==> src/design/svr_pkg.sv <==
// Types and constants of the stepper velocity ramp generator.
// No dependencies; imported by stepper_velocity_ramp_top.
package svr_pkg;

   localparam int RPM_W       = 12;
   localparam int NOW_W       = 32;
   localparam int PERIOD_W    = 16;
   localparam int POS_W       = 32;
   localparam int VEL_W       = 16;
   localparam int STEP_W      = 5;
   localparam int CSR_DATA_W  = 32;
   localparam int CSR_ADDR_W  = 2;
   localparam int MPS_W       = 10;
   localparam int MPS_X60_W   = 16;

   localparam int RPM_MAX     = 1200;
   localparam int RPM_MIN     = 600;
   localparam int CLAMP_W     = 11;

   // Shared divider: dividend / quotient register width and iteration counter
   localparam int DIV_W       = 48;
   localparam int CNT_W       = 6;
   localparam int START_NUM   = 30000000;
   localparam int START_NUM_W = 25;

   localparam int SLOW_PERIOD = 1000;
   localparam int SLOW_OFFSET = 3;
   localparam int FAST_PERIOD = 400;
   localparam int COARSE_STEP = 10;
   localparam int SEC_PER_MIN = 60;

   localparam logic [PERIOD_W-1:0]  START_PERIOD_RST = 16'd1000;
   localparam logic [NOW_W-1:0]     HOLD_US_RST      = 32'd2000000;
   localparam logic [MPS_X60_W-1:0] MPS_X60_RST      = 16'd6000;

   typedef enum logic [1:0] {
      ACT_START   = 2'd0,
      ACT_PULSE   = 2'd1,
      ACT_MEASURE = 2'd2,
      ACT_NOP     = 2'd3
   } action_type;

   typedef enum logic [CSR_ADDR_W-1:0] {
      CSR_START_PERIOD = 2'd0,
      CSR_HOLD_US      = 2'd1,
      CSR_DIRECTION    = 2'd2,
      CSR_MEASURES     = 2'd3
   } csr_index_type;

   typedef enum logic [2:0] {
      ST_IDLE,
      ST_DIVIDE,
      ST_FIN_START,
      ST_UPD_PERIOD,
      ST_UPD_FLAGS,
      ST_MUL,
      ST_FIN_VEL,
      ST_DONE
   } state_type;

   typedef struct packed {
      logic [1:0]       action;
      logic [RPM_W-1:0] rpm;
      logic [NOW_W-1:0] now_us;
   } req_type;

   typedef struct packed {
      logic                       step_level;
      logic [PERIOD_W-1:0]        period_us;
      logic                       running;
      logic signed [POS_W-1:0]    position;
      logic signed [VEL_W-1:0]    velocity_rpm;
   } rsp_type;

endpackage

==> src/design/stepper_velocity_ramp_top.sv <==
// Stepper trapezoidal velocity ramp generator, top level.
// Depends on svr_pkg (types, constants, state and action codes).
//
//   channel   handshake                  payload
//   req       req_valid / req_ready      req_data  (svr_pkg::req_type)
//   rsp       rsp_valid / rsp_ready      rsp_data  (svr_pkg::rsp_type)
//   csr       csr_we, csr_addr           csr_wdata (write only, no wait)
//
// Start items run the shared restoring divider, then the target step.
// Pulse items that run the full-step update go through the period, flag and
// multiply steps and then the divider for the velocity. All other items go
// straight to the response. req_ready is high only in the idle state;
// a finished item waits in the rsp register while the next one is taken.
// Reset is synchronous and restores the register and ramp state at once.
module stepper_velocity_ramp_top
   import svr_pkg::*;
#(
   parameter int STEPS_PER_REV = 200
) (
   input  logic                  clock,
   input  logic                  reset,
   input  logic                  req_valid,
   output logic                  req_ready,
   input  req_type               req_data,
   output logic                  rsp_valid,
   input  logic                  rsp_ready,
   output rsp_type               rsp_data,
   input  logic                  csr_we,
   input  logic [CSR_ADDR_W-1:0] csr_addr,
   input  logic [CSR_DATA_W-1:0] csr_wdata
);

   localparam int DVS_W = $clog2(RPM_MAX * STEPS_PER_REV + 1);
   localparam logic [DVS_W-1:0] SPR_V     = DVS_W'(STEPS_PER_REV);
   localparam logic [DVS_W-1:0] TWO_SPR_V = DVS_W'(2 * STEPS_PER_REV);

   // configuration
   logic [PERIOD_W-1:0]  start_period_ff;
   logic [NOW_W-1:0]     hold_us_ff;
   logic                 direction_ff;
   logic [MPS_X60_W-1:0] mps_x60_ff;

   // ramp state
   state_type            state_ff, state_in;
   logic [PERIOD_W-1:0]  period_ff, period_in;
   logic [PERIOD_W-1:0]  target_ff, target_in;
   logic [STEP_W-1:0]    step_ff, step_in;
   logic                 reached_ff, reached_in;
   logic                 holding_ff, holding_in;
   logic [NOW_W-1:0]     hold_start_ff, hold_start_in;
   logic                 half_ff, half_in;
   logic                 pending_ff, pending_in;
   logic [POS_W-1:0]     pos_ff, pos_in;
   logic [POS_W-1:0]     last_pos_ff, last_pos_in;
   logic                 run_ff, run_in;
   logic                 pin_ff, pin_in;
   logic [VEL_W-1:0]     vel_ff, vel_in;
   logic                 rsp_valid_ff, rsp_valid_in;
   logic                 is_start_ff, is_start_in;
   logic [CNT_W-1:0]     cnt_ff, cnt_in;

   // datapath payload
   logic [NOW_W-1:0]     now_ff, now_in;
   logic [DIV_W-1:0]     div_ff, div_in;
   logic [DVS_W-1:0]     rem_ff, rem_in;
   logic [DVS_W-1:0]     dvs_ff, dvs_in;
   logic [POS_W-1:0]     mag_ff, mag_in;
   logic                 neg_ff, neg_in;
   rsp_type              rsp_ff, rsp_in;

   // combinational helpers
   logic [CLAMP_W-1:0]   rpm_c;
   logic [DVS_W:0]       shifted;
   logic [DVS_W:0]       diff;
   logic                 ge;
   logic signed [PERIOD_W+1:0] np;
   logic [POS_W-1:0]     delta;
   logic [NOW_W-1:0]     held;
   logic                 hit_target;
   logic [PERIOD_W-1:0]  quot;
   logic [DIV_W-1:0]     prod;
   logic                 rsp_load;
   logic                 full_update;

   assign rsp_load    = (state_ff == ST_DONE) && (!rsp_valid_ff || rsp_ready);
   assign full_update = run_ff && half_ff && pending_ff;

   // next state
   always_comb begin
      state_in = state_ff;
      unique case (state_ff)
         ST_IDLE: begin
            if (req_valid) begin
               priority if (action_type'(req_data.action) == ACT_START) begin
                  state_in = ST_DIVIDE;
               end else if (action_type'(req_data.action) == ACT_PULSE && full_update) begin
                  state_in = ST_UPD_PERIOD;
               end else begin
                  state_in = ST_DONE;
               end
            end
         end
         ST_DIVIDE: begin
            if (cnt_ff == CNT_W'(1)) begin
               state_in = is_start_ff ? ST_FIN_START : ST_FIN_VEL;
            end
         end
         ST_FIN_START:  state_in = ST_DONE;
         ST_UPD_PERIOD: state_in = ST_UPD_FLAGS;
         ST_UPD_FLAGS:  state_in = ST_MUL;
         ST_MUL:        state_in = ST_DIVIDE;
         ST_FIN_VEL:    state_in = ST_DONE;
         ST_DONE: begin
            if (rsp_load) begin
               state_in = ST_IDLE;
            end
         end
         default:       state_in = ST_IDLE;
      endcase
   end

   // handshake outputs
   always_comb begin
      req_ready = (state_ff == ST_IDLE);
      rsp_valid = rsp_valid_ff;
      rsp_data  = rsp_ff;
   end

   // shared arithmetic
   always_comb begin
      priority if (req_data.rpm > RPM_W'(RPM_MAX)) begin
         rpm_c = CLAMP_W'(RPM_MAX);
      end else if (req_data.rpm < RPM_W'(RPM_MIN)) begin
         rpm_c = CLAMP_W'(RPM_MIN);
      end else begin
         rpm_c = req_data.rpm[CLAMP_W-1:0];
      end

      shifted = {rem_ff, div_ff[DIV_W-1]};
      diff    = shifted - {1'b0, dvs_ff};
      ge      = (shifted >= {1'b0, dvs_ff});

      np = reached_ff ? ($signed({2'b00, period_ff}) + $signed({13'd0, step_ff}))
                      : ($signed({2'b00, period_ff}) - $signed({13'd0, step_ff}));

      delta      = pos_ff - last_pos_ff;
      held       = now_ff - hold_start_ff;
      hit_target = (period_ff == target_ff) && !reached_ff;
      quot       = div_ff[PERIOD_W-1:0];
      prod       = DIV_W'(mag_ff) * DIV_W'(mps_x60_ff);
   end

   // datapath next values
   always_comb begin
      period_in     = period_ff;
      target_in     = target_ff;
      step_in       = step_ff;
      reached_in    = reached_ff;
      holding_in    = holding_ff;
      hold_start_in = hold_start_ff;
      half_in       = half_ff;
      pending_in    = pending_ff;
      pos_in        = pos_ff;
      last_pos_in   = last_pos_ff;
      run_in        = run_ff;
      pin_in        = pin_ff;
      vel_in        = vel_ff;
      is_start_in   = is_start_ff;
      cnt_in        = cnt_ff;
      now_in        = now_ff;
      div_in        = div_ff;
      rem_in        = rem_ff;
      dvs_in        = dvs_ff;
      mag_in        = mag_ff;
      neg_in        = neg_ff;
      rsp_in        = rsp_ff;
      rsp_valid_in  = rsp_valid_ff;

      if (rsp_valid_ff && rsp_ready) begin
         rsp_valid_in = 1'b0;
      end

      unique case (state_ff)
         ST_IDLE: begin
            if (req_valid) begin
               unique case (action_type'(req_data.action))
                  ACT_START: begin
                     period_in     = start_period_ff;
                     step_in       = STEP_W'(1);
                     reached_in    = 1'b0;
                     holding_in    = 1'b0;
                     hold_start_in = req_data.now_us;
                     half_in       = 1'b1;
                     last_pos_in   = pos_ff;
                     run_in        = 1'b1;
                     // divide 30e6 by rpm * steps, dividend pre-aligned to the top
                     is_start_in   = 1'b1;
                     dvs_in        = DVS_W'(rpm_c) * SPR_V;
                     div_in        = DIV_W'(START_NUM) << (DIV_W - START_NUM_W);
                     rem_in        = '0;
                     cnt_in        = CNT_W'(START_NUM_W);
                  end
                  ACT_PULSE: begin
                     if (run_ff) begin
                        pin_in  = ~pin_ff;
                        pos_in  = direction_ff ? pos_ff + POS_W'(1) : pos_ff - POS_W'(1);
                        half_in = ~half_ff;
                        now_in  = req_data.now_us;
                     end
                  end
                  ACT_MEASURE: pending_in = 1'b1;
                  ACT_NOP: begin
                  end
               endcase
            end
         end
         ST_DIVIDE: begin
            rem_in = ge ? diff[DVS_W-1:0] : shifted[DVS_W-1:0];
            div_in = {div_ff[DIV_W-2:0], ge};
            cnt_in = cnt_ff - CNT_W'(1);
         end
         ST_FIN_START: begin
            priority if (quot >= PERIOD_W'(SLOW_PERIOD)) begin
               target_in = quot - PERIOD_W'(SLOW_OFFSET);
            end else if (quot != '0) begin
               target_in = quot - PERIOD_W'(1);
            end else begin
               target_in = '0;
            end
         end
         ST_UPD_PERIOD: begin
            pending_in = 1'b0;
            if (!holding_ff) begin
               priority if (np <= $signed({2'b00, target_ff})) begin
                  period_in = target_ff;
               end else if (np > $signed({2'b00, {PERIOD_W{1'b1}}})) begin
                  period_in = '1;
               end else begin
                  period_in = np[PERIOD_W-1:0];
               end
            end
         end
         ST_UPD_FLAGS: begin
            step_in = (period_ff > PERIOD_W'(FAST_PERIOD)) ? STEP_W'(COARSE_STEP)
                                                           : STEP_W'(1);
            if (hit_target) begin
               reached_in    = 1'b1;
               holding_in    = 1'b1;
               hold_start_in = now_ff;
               step_in       = STEP_W'(1);
            end else if (holding_ff && (held > hold_us_ff)) begin
               holding_in = 1'b0;
            end
            if (period_ff >= start_period_ff) begin
               run_in = 1'b0;
            end
            neg_in      = delta[POS_W-1];
            mag_in      = delta[POS_W-1] ? (~delta + POS_W'(1)) : delta;
            last_pos_in = pos_ff;
         end
         ST_MUL: begin
            is_start_in = 1'b0;
            div_in      = prod;
            dvs_in      = TWO_SPR_V;
            rem_in      = '0;
            cnt_in      = CNT_W'(DIV_W);
         end
         ST_FIN_VEL: begin
            if (!neg_ff) begin
               vel_in = (|div_ff[DIV_W-1:VEL_W-1]) ? {1'b0, {(VEL_W-1){1'b1}}}
                                                  : div_ff[VEL_W-1:0];
            end else begin
               vel_in = (|div_ff[DIV_W-1:VEL_W-1]) ? {1'b1, {(VEL_W-1){1'b0}}}
                                                  : (~div_ff[VEL_W-1:0] + VEL_W'(1));
            end
         end
         ST_DONE: begin
            if (rsp_load) begin
               rsp_valid_in         = 1'b1;
               rsp_in.step_level    = pin_ff;
               rsp_in.period_us     = period_ff;
               rsp_in.running       = run_ff;
               rsp_in.position      = $signed(pos_ff);
               rsp_in.velocity_rpm  = $signed(vel_ff);
            end
         end
         default: begin
         end
      endcase
   end

   always_ff @(posedge clock) begin
      if (reset) begin
         start_period_ff <= START_PERIOD_RST;
         hold_us_ff      <= HOLD_US_RST;
         direction_ff    <= 1'b0;
         mps_x60_ff      <= MPS_X60_RST;
      end else if (csr_we) begin
         unique case (csr_index_type'(csr_addr))
            CSR_START_PERIOD: start_period_ff <= csr_wdata[PERIOD_W-1:0];
            CSR_HOLD_US:      hold_us_ff      <= csr_wdata[NOW_W-1:0];
            CSR_DIRECTION:    direction_ff    <= csr_wdata[0];
            CSR_MEASURES: begin
               mps_x60_ff <= MPS_X60_W'(csr_wdata[MPS_W-1:0]) * MPS_X60_W'(SEC_PER_MIN);
            end
         endcase
      end
   end

   always_ff @(posedge clock) begin
      if (reset) begin
         state_ff      <= ST_IDLE;
         period_ff     <= '0;
         target_ff     <= '0;
         step_ff       <= STEP_W'(1);
         reached_ff    <= 1'b0;
         holding_ff    <= 1'b0;
         hold_start_ff <= '0;
         half_ff       <= 1'b1;
         pending_ff    <= 1'b0;
         pos_ff        <= '0;
         last_pos_ff   <= '0;
         run_ff        <= 1'b0;
         pin_ff        <= 1'b0;
         vel_ff        <= '0;
         rsp_valid_ff  <= 1'b0;
         is_start_ff   <= 1'b0;
         cnt_ff        <= '0;
      end else begin
         state_ff      <= state_in;
         period_ff     <= period_in;
         target_ff     <= target_in;
         step_ff       <= step_in;
         reached_ff    <= reached_in;
         holding_ff    <= holding_in;
         hold_start_ff <= hold_start_in;
         half_ff       <= half_in;
         pending_ff    <= pending_in;
         pos_ff        <= pos_in;
         last_pos_ff   <= last_pos_in;
         run_ff        <= run_in;
         pin_ff        <= pin_in;
         vel_ff        <= vel_in;
         rsp_valid_ff  <= rsp_valid_in;
         is_start_ff   <= is_start_in;
         cnt_ff        <= cnt_in;
      end
   end

   always_ff @(posedge clock) begin
      now_ff <= now_in;
      div_ff <= div_in;
      rem_ff <= rem_in;
      dvs_ff <= dvs_in;
      mag_ff <= mag_in;
      neg_ff <= neg_in;
      rsp_ff <= rsp_in;
   end

endmodule

==> config.mk <==
export PLATFORM = sky130hd
export DESIGN_NAME = stepper_velocity_ramp_top
export DESIGN_NICKNAME = d
export VERILOG_FILES = /design/src/design/svr_pkg.sv /design/src/design/stepper_velocity_ramp_top.sv
export SDC_FILE = /design/constraint.sdc
export NUM_CORES = 2
export LEC_CHECK = 0
export BUFFER_PORTS_ARGS = -buffer_cell sky130_fd_sc_hd__buf_4
export CAP_MARGIN = 25
export CORE_MARGIN = 4
export CORE_UTILIZATION = 45
export DETAILED_ROUTE_END_ITERATION = 12
export GPL_ROUTABILITY_DRIVEN = 1
export SLEW_MARGIN = 20
export SYNTH_ARGS = -nofsm -noshare
export SYNTH_HDL_FRONTEND = slang
export SYNTH_SLANG_ARGS = --single-unit
==> constraint.sdc <==
create_clock -name clock -period 10.2 [get_ports clock]
set_input_delay 2.55 -clock clock [delete_from_list [all_inputs] [get_ports clock]]
set_output_delay 2.55 -clock clock [all_outputs]
set_load 0.05 [all_outputs]
==> impl_metrics.tcl <==
set metrics [dict create \
    ys_seq_area_share_pct 26.20 \
    track_usage_pct 22.80 \
    drt_iter0_markers 2100 \
    die_y_um 311.9 \
    grt_antenna_before_repair 1 \
    seqCellArea_sq_um 10890 \
    num_vias 32350 \
    dieWidth_um 311.9 \
    tightestPinTransition_ps 1030 \
    hold_class "flop to flop" \
    synth_area_sq_um 41570 \
    synthDistinctLibCells 99 \
    r2r_setup_slack_ps 2680 \
    rows 111 \
    drv_cap 0 \
    critical_path_required_ps 10540 \
    final_min_period_over_clock_period_pct 73.76 \
    drive_above_1_share_pct 7.457 \
    worstSetupStartpointType "flop" \
    cts_tree "yes" \
    root_buffer "clkbuf_16" \
    synth.avg_cell_area_sq_um 8.911 \
    nNetsFinal 5505 \
    worst_path_largest_cell_delay_ps 940 \
    cts_buffers 52 \
    setup_tns_ps 0 \
    rsz0062_at_grt "no" \
    clk_pin_slew_ps 60 \
    place_congestion 0.8996 \
    h-tree-depth 2 \
    viasPerCell 5.464 \
    path_cells "buf_4 > nand2_1 > fa_1 > fa_1 > inv_1 > fa_1 > fa_1 > fa_1 > inv_1 > fa_1 > inv_1 > ha_1 > a21o_1 > a21oi_1 > a211o_1 > nand3_1 > o21ai_1 > nor3_1 > a311o_1 > a31oi_1 > o21ai_0 > xnor2_1 > a21oi_1" \
    final.min_clock_period_ps 7524 \
    dieArea_sq_um 97310 \
    fill_cells 8823 \
    cts_hold_buf 0 \
    finalClockSkew_ps 24.95 \
    io_pins 153 \
    worst_path_most_repeated_cell "fa_1" \
    synth_edf_count 212 \
    worstSkewPairLatency_ps 650 \
    syn_inst 4665 \
    setup_viol 0 \
    cp.arrival_ps 7870 \
    grt_overflow 0 \
    worstPathMaxFanout 21 \
    relSlewSlack_pct 31.16 \
    worstSetupPathType "flop to flop" \
    fmax_mhz 132.9 \
    ant_nets 0 \
    hpwl_um 83290 \
    async_flop_share_pct 0 \
    cts_resized 0 \
    start_util_pct 45.35 \
    io_buffers 152 \
    route.detailed.drc 0 \
    wl_per_cell_um 18.82 \
    multi_input_area_sq_um 27570 \
    n_antenna_cell 0 \
    cpLargestDelayFamily "adder cells" \
    cts.path.max_buffers 3 \
    ys_seq_elements 438 \
    hold_viol_final 0 \
    crit_path_top_delay_cell "dfxtp_1" \
    grt_start_max_net_pins 108 \
    syn-num-nets 5480 \
    ys_warn_count 0 \
    cts_sinks 438 \
    syn2layout_area_growth_pct 9.583 \
    slew_viol_final 0 \
    grt_pass1_wl_um 179300 \
    status "complete, no violations" \
    core-area_sq_um 91660 \
    grt_pass1_vias 32480 \
    synth_ff_type "dfxtp_1" \
    end_kind "flop" \
    post_cts.repair.setup_buffers 0 \
    worst-path-buf-inv 4 \
    firstDrtPassIters 5 \
    wl_um 111400 \
]
worst paths after layout:
kind                       from            to  cells past startpoint
hold / removal       vel_ff[13]  rsp_data[13]                      0
setup / recovery  mps_x60_ff[9]    div_ff[42]                     23
hold reg to reg      vel_ff[13]  rsp_data[13]                      0
setup reg to reg  mps_x60_ff[9]    div_ff[42]                     23
synth_stat cells (40+ instances only):
master | instances | area, sq um
a21o_1 | 127 | 953.4
xor2_1 | 72 | 630.6
inv_1 | 609 | 2286
a211oi_1 | 59 | 442.9
dfxtp_1 | 226 | 4524
fa_1 | 386 | 7727
nor2_1 | 274 | 1028
xnor2_1 | 139 | 1217
a21oi_1 | 326 | 1632
edfxtp_1 | 212 | 6366
ha_1 | 344 | 4304
nand3_1 | 52 | 260.3
nor3_1 | 58 | 290.3
mux2i_1 | 76 | 760.7
and2_1 | 210 | 1314
o21a_1 | 40 | 300.3
clkbuf_1 | 206 | 773.2
o21ai_0 | 103 | 515.5
nand2_1 | 644 | 2417
cell families (layout without fill, tap and decap cells):
kind of cell / count (synthesis) / count (layout) / share of synthesized area (%)
adders and majority gates: 730 / 730 / 28.94
DFF: 438 / 438 / 26.20
xor gates and xnor gates: 214 / 214 / 4.563
AOI/OAI and AO/OA: 916 / 916 / 14.46
muxes: 80 / 80 / 1.938
and+or+nand+nor: 1454 / 1454 / 16.32
buffers and inverters: 833 / 902 / 7.579
sequential cells by signal, indices dropped and copies added, names as in the netlist, 14 cells and up:
register         count
mps_x60_ff          14
dvs_ff              15
hold_start_ff       32
hold_us_ff          32
mag_ff              32
div_ff              48
now_ff              32
rem_ff              18
pos_ff              32
vel_ff              16
last_pos_ff         32
target_ff           16
period_ff           16
start_period_ff     16
rsp_data            66
cells in the final DEF, fill, tap and decap left out, types with 11 or more instances in the layout:
cell and count:
a211o_1 12, a211oi_1 59, a21o_1 127, a21oi_1 325, a21oi_2 11, a221oi_1 22, a31oi_1 28, and2_1 210
and3_1 20, buf_4 188, clkbuf_1 14, clkbuf_16 53, dfxtp_1 224, edfxtp_1 212, fa_1 386, ha_1 344
inv_1 608, mux2i_1 76, nand2_1 643, nand2b_1 24, nand3_1 52, nand4_1 34, nor2_1 270, nor2b_1 32
nor3_1 57, nor4_1 23, o211ai_1 34, o21a_1 39, o21ai_0 103, o21bai_1 30, o221ai_1 12, or2_2 14
or3_1 23, xnor2_1 139, xor2_1 72
through the flow:
step | std cells | setup slack [ps] | area [sq um] | hold WS (ps) | utilization [%]
global placement | 5818 | 2593 | 43660 | 416.2 | 47.63
global route | 5920 | 2279 | 45550 | 437.7 | 49.70
finish | 5920 | 2676 | 45550 | 430.3 | 49.70
detailed placement | 5821 | 2572 | 43700 | 420.4 | 47.68
CTS | 5919 | 2738 | 45530 | 430.6 | 49.68
floorplan | 4665 | 3038 | 41570 | 408.1 | -
cell type report:
cell class,instances,area share (%)
clock inverters,26,0.8405
repair buffers,193,3.249
multi-input cells,3394,60.53
well taps,1186,3.257
clock buffers,72,3.178
flip-flops and latches,438,23.91
inverters,611,5.034
metal layers:
layer  part of all wire (%)  track usage [%]
met4                    2.0            4.695
met2                     46            36.80
met1                     46            32.59
met3                    5.9            3.667
met5                      0                0
Power is left out: the tool's default activity adds up to more than one toggle a clock period on the data nets, which glitch-free logic cannot reach.
